<file path="src/design/crcfc_pkg.sv">
// Package for the CRC-16 frame checker: types, constants and the CRC step function.
package crcfc_pkg;

	localparam int NumIds = 5;

	localparam logic [2:0] KIND_STATUS   = 3'd0;
	localparam logic [2:0] KIND_IMU_RAW  = 3'd1;
	localparam logic [2:0] KIND_IMU_CALC = 3'd2;
	localparam logic [2:0] KIND_REMOTE   = 3'd3;
	localparam logic [2:0] KIND_GPS      = 3'd4;
	localparam logic [2:0] KIND_UNKNOWN  = 3'd5;

	localparam logic [2:0] REG_ID_STATUS   = 3'd0;
	localparam logic [2:0] REG_ID_IMU_RAW  = 3'd1;
	localparam logic [2:0] REG_ID_IMU_CALC = 3'd2;
	localparam logic [2:0] REG_ID_REMOTE   = 3'd3;
	localparam logic [2:0] REG_ID_GPS      = 3'd4;

	localparam logic [7:0] ID_RESET [NumIds] = '{8'd2, 8'd3, 8'd4, 8'd5, 8'd35};

	localparam logic [15:0] CRC_INIT = 16'h00FF;

	localparam logic [8:0] POS_LENGTH     = 9'd3;
	localparam logic [8:0] POS_DESCRIPTOR = 9'd5;
	localparam logic [8:0] POS_PAYLOAD    = 9'd6;

	typedef struct packed {
		logic       frame_good;
		logic       crc_match;
		logic [2:0] kind;
		logic [7:0] descriptor;
		logic [7:0] payload_length;
	} res_t;

	typedef struct packed {
		logic       valid;
		logic [2:0] index;
		logic [7:0] data;
	} cfg_wr_t;

	// byte-wise reflected CCITT CRC-16 (0x8408)
	function automatic logic [15:0] crc_step(input logic [15:0] crc, input logic [7:0] b);
		logic [7:0] d;
		logic [7:0] e;
		d = b ^ crc[7:0];
		e = d ^ {d[3:0], 4'b0000};
		return {e, crc[15:8]} ^ {12'b0, e[7:4]} ^ {5'b0, e, 3'b000};
	endfunction

endpackage

</file>
<file path="src/design/crcfc_parser.sv">
// Frame parser: byte position tracking, held fields, running CRC and result build.
module crcfc_parser (
	input  logic                clk,
	input  logic                arst_n,
	input  logic                fire,
	input  logic [7:0]          rx_byte,
	input  logic                frame_start,
	input  logic [2:0]          kind,
	output logic [7:0]          descriptor,
	output logic                res_valid,
	output crcfc_pkg::res_t     res
);
	import crcfc_pkg::*;

	logic        in_frame_q;
	logic [8:0]  pos_q;
	logic [7:0]  len_q;
	logic [7:0]  desc_q;
	logic [15:0] crc_q;
	logic [7:0]  sum_lo_q;

	logic [8:0]  pay_end;
	logic [8:0]  pay_last;
	logic        crc_ok;

	assign pay_end  = POS_PAYLOAD + {1'b0, len_q};
	assign pay_last = pay_end + 9'd1;
	assign crc_ok   = ({rx_byte, sum_lo_q} == crc_q);
	assign descriptor = desc_q;

	always_comb begin
		res.crc_match      = crc_ok;
		res.kind           = kind;
		res.frame_good     = crc_ok && (kind != KIND_UNKNOWN);
		res.descriptor     = desc_q;
		res.payload_length = len_q;
		res_valid = fire && !frame_start && in_frame_q && (pos_q == pay_last);
	end

	always_ff @(posedge clk or negedge arst_n) begin
		if (!arst_n) begin
			in_frame_q <= 1'b0;
			pos_q      <= '0;
			len_q      <= '0;
			desc_q     <= '0;
			crc_q      <= CRC_INIT;
			sum_lo_q   <= '0;
		end else if (fire) begin
			if (frame_start) begin
				in_frame_q <= 1'b1;
				pos_q      <= 9'd1;
				len_q      <= '0;
				desc_q     <= '0;
				crc_q      <= CRC_INIT;
				sum_lo_q   <= '0;
			end else if (in_frame_q) begin
				pos_q <= pos_q + 9'd1;
				if (pos_q == POS_LENGTH) begin
					len_q <= rx_byte;
				end else if (pos_q == POS_DESCRIPTOR) begin
					desc_q <= rx_byte;
				end else if (pos_q >= POS_PAYLOAD && pos_q < pay_end) begin
					crc_q <= crc_step(crc_q, rx_byte);
				end else if (pos_q == pay_end) begin
					sum_lo_q <= rx_byte;
				end else if (pos_q == pay_last) begin
					in_frame_q <= 1'b0;
					pos_q      <= '0;
				end
			end
		end
	end

endmodule

</file>
<file path="config.mk">
export PLATFORM = sky130hd
export DESIGN_NAME = crcfc_parser
export DESIGN_NICKNAME = d
export VERILOG_FILES = /design/src/design/crcfc_pkg.sv /design/src/design/crcfc_parser.sv
export SDC_FILE = /design/constraint.sdc
export NUM_CORES = 1
export LEC_CHECK = 0
export ABC_CLOCK_PERIOD_IN_PS = 2800
export BUFFER_PORTS_ARGS = -buffer_cell sky130_fd_sc_hd__buf_2
export CORE_MARGIN = 2
export CORE_UTILIZATION = 53
export DETAILED_ROUTE_END_ITERATION = 8
export PLACE_DENSITY = 0.76
export SYNTH_ARGS = -nofsm -noshare
export SYNTH_HDL_FRONTEND = slang
export SYNTH_SLANG_ARGS = --single-unit
</file>
<file path="constraint.sdc">
create_clock -name clk -period 2.8 [get_ports clk]
set_input_delay 0.42 -clock clk [delete_from_list [all_inputs] [get_ports clk]]
set_output_delay 0.42 -clock clk [all_outputs]
set_load 0.005 [all_outputs]
</file>
==> Word-level counts from Yosys, hierarchy flattened <==
Index checks and enable logic that the tools add are counted.
{ "op_classes": {"n_addsub": 3, "n_lt_le_gt_ge": 2, "n_eq_ne": 9, "n_mux": 32, "n_bitwise": 4, "n_reduce_logical": 16} }
{ "ops": {"columns": ["cell", "count"], "rows": [
  ["$mux 8", 13],
  ["$mux 16", 5],
  ["$mux 9", 7],
  ["$add 9x1->9 const B", 2],
  ["$eq 9x9->1", 2],
  ["$eq 16x16->1", 1],
  ["$xor 16x11->16", 1],
  ["$xor 16x4->16", 1],
  ["$xor 8x8->8", 2],
  ["$reduce_bool 2->1", 5],
  ["$add 3x8->9 const A", 1],
  ["$eq 9x2->1 const B", 1],
  ["$eq 9x3->1 const B", 1],
  ["$ge 9x3->1 const B", 1],
  ["$lt 9x9->1", 1],
  ["$mux 1", 7],
  ["$ne 2x2->1 const B", 3],
  ["$reduce_and 6->1", 1],
  ["$logic_and 1x1->1", 5],
  ["$reduce_and 5->1", 1],
  ["$reduce_and 4->1", 1],
  ["$ne 3x3->1 const B", 1],
  ["$reduce_and 3->1", 1],
  ["$reduce_and 2->1", 1],
  ["$logic_not 1->1", 1]
]} }
{ "totals": {"regBits": 50, "output_inout_bits": 30} }

==> Logic depth before layout (Yosys ltp) <==
{ "depth": {"ltp_word": 10, "depth_mapped": 15, "mapped_depth_nobuf": 14} }

==> Worst setup path before layout <==
Ideal clock, no wire load.
{ "synth_timing": {"path_kind": "reg-to-reg", "from": "register len_q[1]", "to": "register sum_lo_q[0]", "arrival_ns": 2.791, "required_time_ns": 2.675, "slack_ns": -0.115, "stages_incl_launch_ff": 15, "synth_period_minus_slack_ns": 2.915, "cell_sequence": "dfrtp_1 inv_1 ha_1 nand3b_1 xor2_1 ha_1 o21ai_0 a21oi_1 o21ai_0 a21oi_1 or2_2 a21oi_1 or2_1 buf_2 mux2_2"} }
{ "synth_via": {"elab_chain_len": 5, "word_cells_on_any_way": 7} }
{ "synth_lines": {"columns": ["element", "line", "rtl"], "rows": [
  ["start, declared", "crcfc_parser.sv:17", "logic [7:0] len_q;"],
  ["start signal, assigned", "crcfc_parser.sv:59", "len_q <= rx_byte;"],
  ["$add 3x8->9 (*)", "crcfc_parser.sv:26", "assign pay_end = POS_PAYLOAD + {1'b0, len_q};"],
  ["$lt 9x9->1", "crcfc_parser.sv:62", "end else if (pos_q >= POS_PAYLOAD && pos_q < pay_end) begin"],
  ["$logic_and 1x1->1", "crcfc_parser.sv:62", null],
  ["$ne 2x2->1 (no line)", null, null],
  ["$reduce_and 6->1 (no line) (*)", null, null],
  ["end signal, assigned", "crcfc_parser.sv:65", "sum_lo_q <= rx_byte;"],
  ["end, declared", "crcfc_parser.sv:20", "logic [7:0] sum_lo_q;"]
]} }
Mark *: on every way between the ends. The rest lies on a longest branch, timed or not.
A chain may end at the register's enable or synchronous reset.

==> Final worst setup path <==
{ "layout_timing": {"from": "register len_q[1]", "to": "register sum_lo_q[3]"} }
Same word-level chain as after synthesis.

==> out/qor.csv <==
metric;value;unit
H-Tree Depth;2;
Mapped Cells;362;
HP Class;in2async;
Post-synth EDFFs;0;
via count;2850;
Max Slew Vio Count;0;
CTS Hold Bufs;0;
initial antenna violation count;0;
Initial Util;55.0;%
Worst slew margin;58.7;%
global routing's busiest layer;met2;
GRT met1 Usage;31.8;%
final setup vio count;22;
Worst EP arrival;3.15;ns
pre-CTS setup slack;-0.109;ns
maximum fanout along the worst path;8;
CTS sink count;50;
first-pass GRT wire length;13.9;mm
CTS Buf Count;5;
Final Routed Wirelength;8.53;mm
Layout Cells excl Fill;499;
Die Footprint;0.00725;mm2
violations in the final reports;setup timing;
Pint;2050;uW
Post-synth ARST share;100;%
Final period util;106;%
Synth Flop Type;dfrtp_1;
Post-Syn Area;0.00349;mm2
status;finished with violations;
Die Ht;85.2;um
M3 GR Usage;3.60;%
root buffer cell;clkbuf_8;
Sw Share;38.2;%
clk_lat worst skew;0.31;ns
clock network fraction of total power;15.2;%
syn nets;391;
Crit Reg-Reg Startpoint;len_q[1];
Setup crit start kind;flip-flop;
minimum clock period;2.96;ns
Final ANT Viol Nets;0;
TritonRoute pass-1 iters;4;
WS Path Type;reg2reg;
# Max-Cap Violations;0;
TritonCTS clock tree;done;
Max Buffers Root-to-Sink;2;
Overflow after GRT;0;
layout cell share with drive strength beyond 1;36.5;%
share of power burned in registers;35.4;%
Critical Path End Type;flip-flop;
FF-to-FF setup slack;-0.16;ns
crit-path cells;buf_4 -> buf_6 -> o21ai_0 -> xor2_1 -> ha_1 -> a211o_1 -> nor2_1 -> a21oi_2 -> or2_4 -> a21oi_2 -> or2_1 -> buf_12 -> mux2_2;
met2 usage;39.9;%
final core occ;67.2;%
gr usage total;24.0;%
post-DR wirelength/cell;17.1;um
RSZ-0062 raised after global routing;true;
post-DP HPWL;6.15;mm
CP max stage delay;0.42;ns
Via density;5.71;
final hold violations;0;
routability cong.;0.887;
Highest Clock Rate;0.338;GHz
First DRT Iteration DRCs;123;
clk slew on worst S/H paths;0.09;ns
ANT cells;0;
yosys warns;0;
R2R Path End;sum_lo_q[3];
DRC Markers;0;
Worst path slowest cell;dfrtp_2;
register area share after synthesis;36.1;%
Tightest Pin Transition;0.620;ns
FF+latch count, synth;50;
Site Rows;29;
Max IR drop VDD;0.000573;V
Top Ports;45;
synth unique cells;56;
vias in the first global route;2859;
Post-Place Cells;487;
Psw;1270;uW
Area Growth Syn to Fin;22.2;%
largest net degree at the start of global routing;33;
Avg Cell Area, Syn;9.64;um2
Die X-Extent;85.2;um
PortBufs;44;
Critical Path Most Common Cell;a21oi_2;
clock skew;0.00664;ns
combinational share of power;49.4;%
Final WS setup;-0.160;ns
Leak Pwr;0.00191;uW
PD cells;778;mW/mm2
Register-to-Register Path Depth;13;
core box area;0.00635;mm2
worst path required time;2.99;ns
Layout Nets;450;
==> layout make-up <==
| type | instances | area (um2) |
|---|---|---|
| Inverter | 7 | 26.3 |
| Multi-Input combinational cell | 278 | 2250 |
| Tap cell | 77 | 96.3 |
| Clock buffer | 5 | 68.8 |
| Clock inverter | 3 | 40.0 |
| Fill cell | 460 | 2080 |
| Sequential cell | 50 | 1260 |
| Timing Repair Buffer | 79 | 519 |
==> per-stage QoR <==
stage	hold slack [ns]	area, um2	TNS (ns)	power [uW]
global route	0.147	4270	-3.78	3530
global placement	0.454	3900	-0.0177	2600
detailed placement	0.463	3900	-0.817	2660
finish	0.114	4270	-1.45	3320
CTS	0.127	4160	-0.389	3260
floorplan	0.124	3500	0	2260
==> critical path: cells and delay by family (launching register included) <==
family / cells / cell delay [ns]
AOI/OAI and AO/OA: 4 / 0.72
xor gates and xnor gates: 1 / 0.16
adders and majority gates: 1 / 0.22
buffers and inverters: 3 / 0.40
DFF: 1 / 0.42
muxes: 1 / 0.33
and+or+nand+nor: 3 / 0.58
==> placed cells by master, fill, tap and decap left out, drive strengths merged, types with 3 or more instances in the layout <==
master,instances
nand4,6
o2111ai,3
nand3,7
inv,7
a211o,5
a22o,3
nor3,6
xor2,10
o21bai,4
buf,79
nor2b,15
dfstp,8
nand2b,4
nand2,35
dfrtp,42
o21ai,24
o31ai,9
mux2,22
nor2,19
or2,5
a21oi,8
clkbuf,5
and3,3
xnor2,45
ha,14
nor3b,3
==> synth_stat cells (all sizes together), types with 2 or more instances <==
cell type | number | area [um2]
nor2 | 19 | 71.3
nor3b | 3 | 22.5
o2bb2ai | 2 | 17.5
o21a | 2 | 15.0
ha | 14 | 175
a21oi | 8 | 40.0
nand3 | 7 | 35.0
nand2b | 4 | 25.0
inv | 7 | 26.3
clkbuf | 6 | 22.5
o211ai | 2 | 15.0
mux2 | 22 | 248
nand4 | 6 | 37.5
and3 | 3 | 18.8
nor4 | 2 | 12.5
a21o | 2 | 15.0
nor3 | 6 | 35.0
dfrtp | 42 | 1050
nor4b | 2 | 23.8
dfstp | 8 | 210
o21ai | 24 | 120
nor2b | 15 | 93.8
buf | 21 | 145
nand2 | 35 | 131
xor2 | 10 | 95.1
o31ai | 9 | 81.3
and2 | 2 | 12.5
o21bai | 4 | 30.0
or2 | 5 | 33.8
nand3b | 2 | 15.0
a22o | 3 | 26.3
a211o | 5 | 43.8
xnor2 | 45 | 394
o2111ai | 3 | 26.3
==> power groups by stage <==
| stage | sequential, uW | clock (uW) | combinational [uW] |
|---|---|---|---|
| finish | 1170 | 504 | 1640 |
| global route | 1200 | 537 | 1800 |
| CTS | 1170 | 516 | 1570 |
| detailed placement | 1190 | 0 | 1480 |
| global placement | 1170 | 0 | 1420 |
| floorplan | 1150 | 0 | 1110 |
==> state kept, by name (all words and copies together), names as in the netlist <==
signal,cells
len_q,8
in_frame_q,1
descriptor,8
pos_q,9
crc_q,16
sum_lo_q,8
==> cells by family after synthesis <==
| logic type | after synthesis | share of synthesized area (%) |
|---|---|---|
| and+or+nand+nor | 114 | 16.9 |
| AOI/OAI and AO/OA | 72 | 14.6 |
| xor gates and xnor gates | 56 | 14.7 |
| DFF | 50 | 36.1 |
| buffers and inverters | 34 | 5.56 |
| muxes | 22 | 7.10 |
| adders and majority gates | 14 | 5.02 |
==> per-layer routing <==
layer | routed length [um] | vias up
met3 | 347 | 25
met2 | 4310 | 84
li1 | - | 1370
met1 | 3640 | 1371
met4 | 243 | 0
met5 | 0 | -
==> what timing repair did <==
action | in CTS | in global routing
pin swaps | 14 | 16
resized for setup | 25 | 18
setup endpoints to repair | 18 | 33
setup buffers | 4 | 1
==> how the worst max path moves through the flow <==
| stage | start | cells after the start | slack [ns] | endpoint |
|---|---|---|---|---|
| 2_1_floorplan | len_q[2] | 14 | 0.01 | sum_lo_q[0] |
| 3_3_place_gp | len_q[1] | 14 | -0.003 | sum_lo_q[7] |
| 3_5_place_dp | len_q[1] | 14 | -0.11 | sum_lo_q[6] |
| 4_1_cts | len_q[2] | 15 | -0.06 | sum_lo_q[3] |
| 5_1_grt | len_q[1] | 13 | -0.25 | sum_lo_q[3] |
| 6_report | len_q[1] | 13 | -0.16 | sum_lo_q[3] |
(Power assumes the default switching activity.)
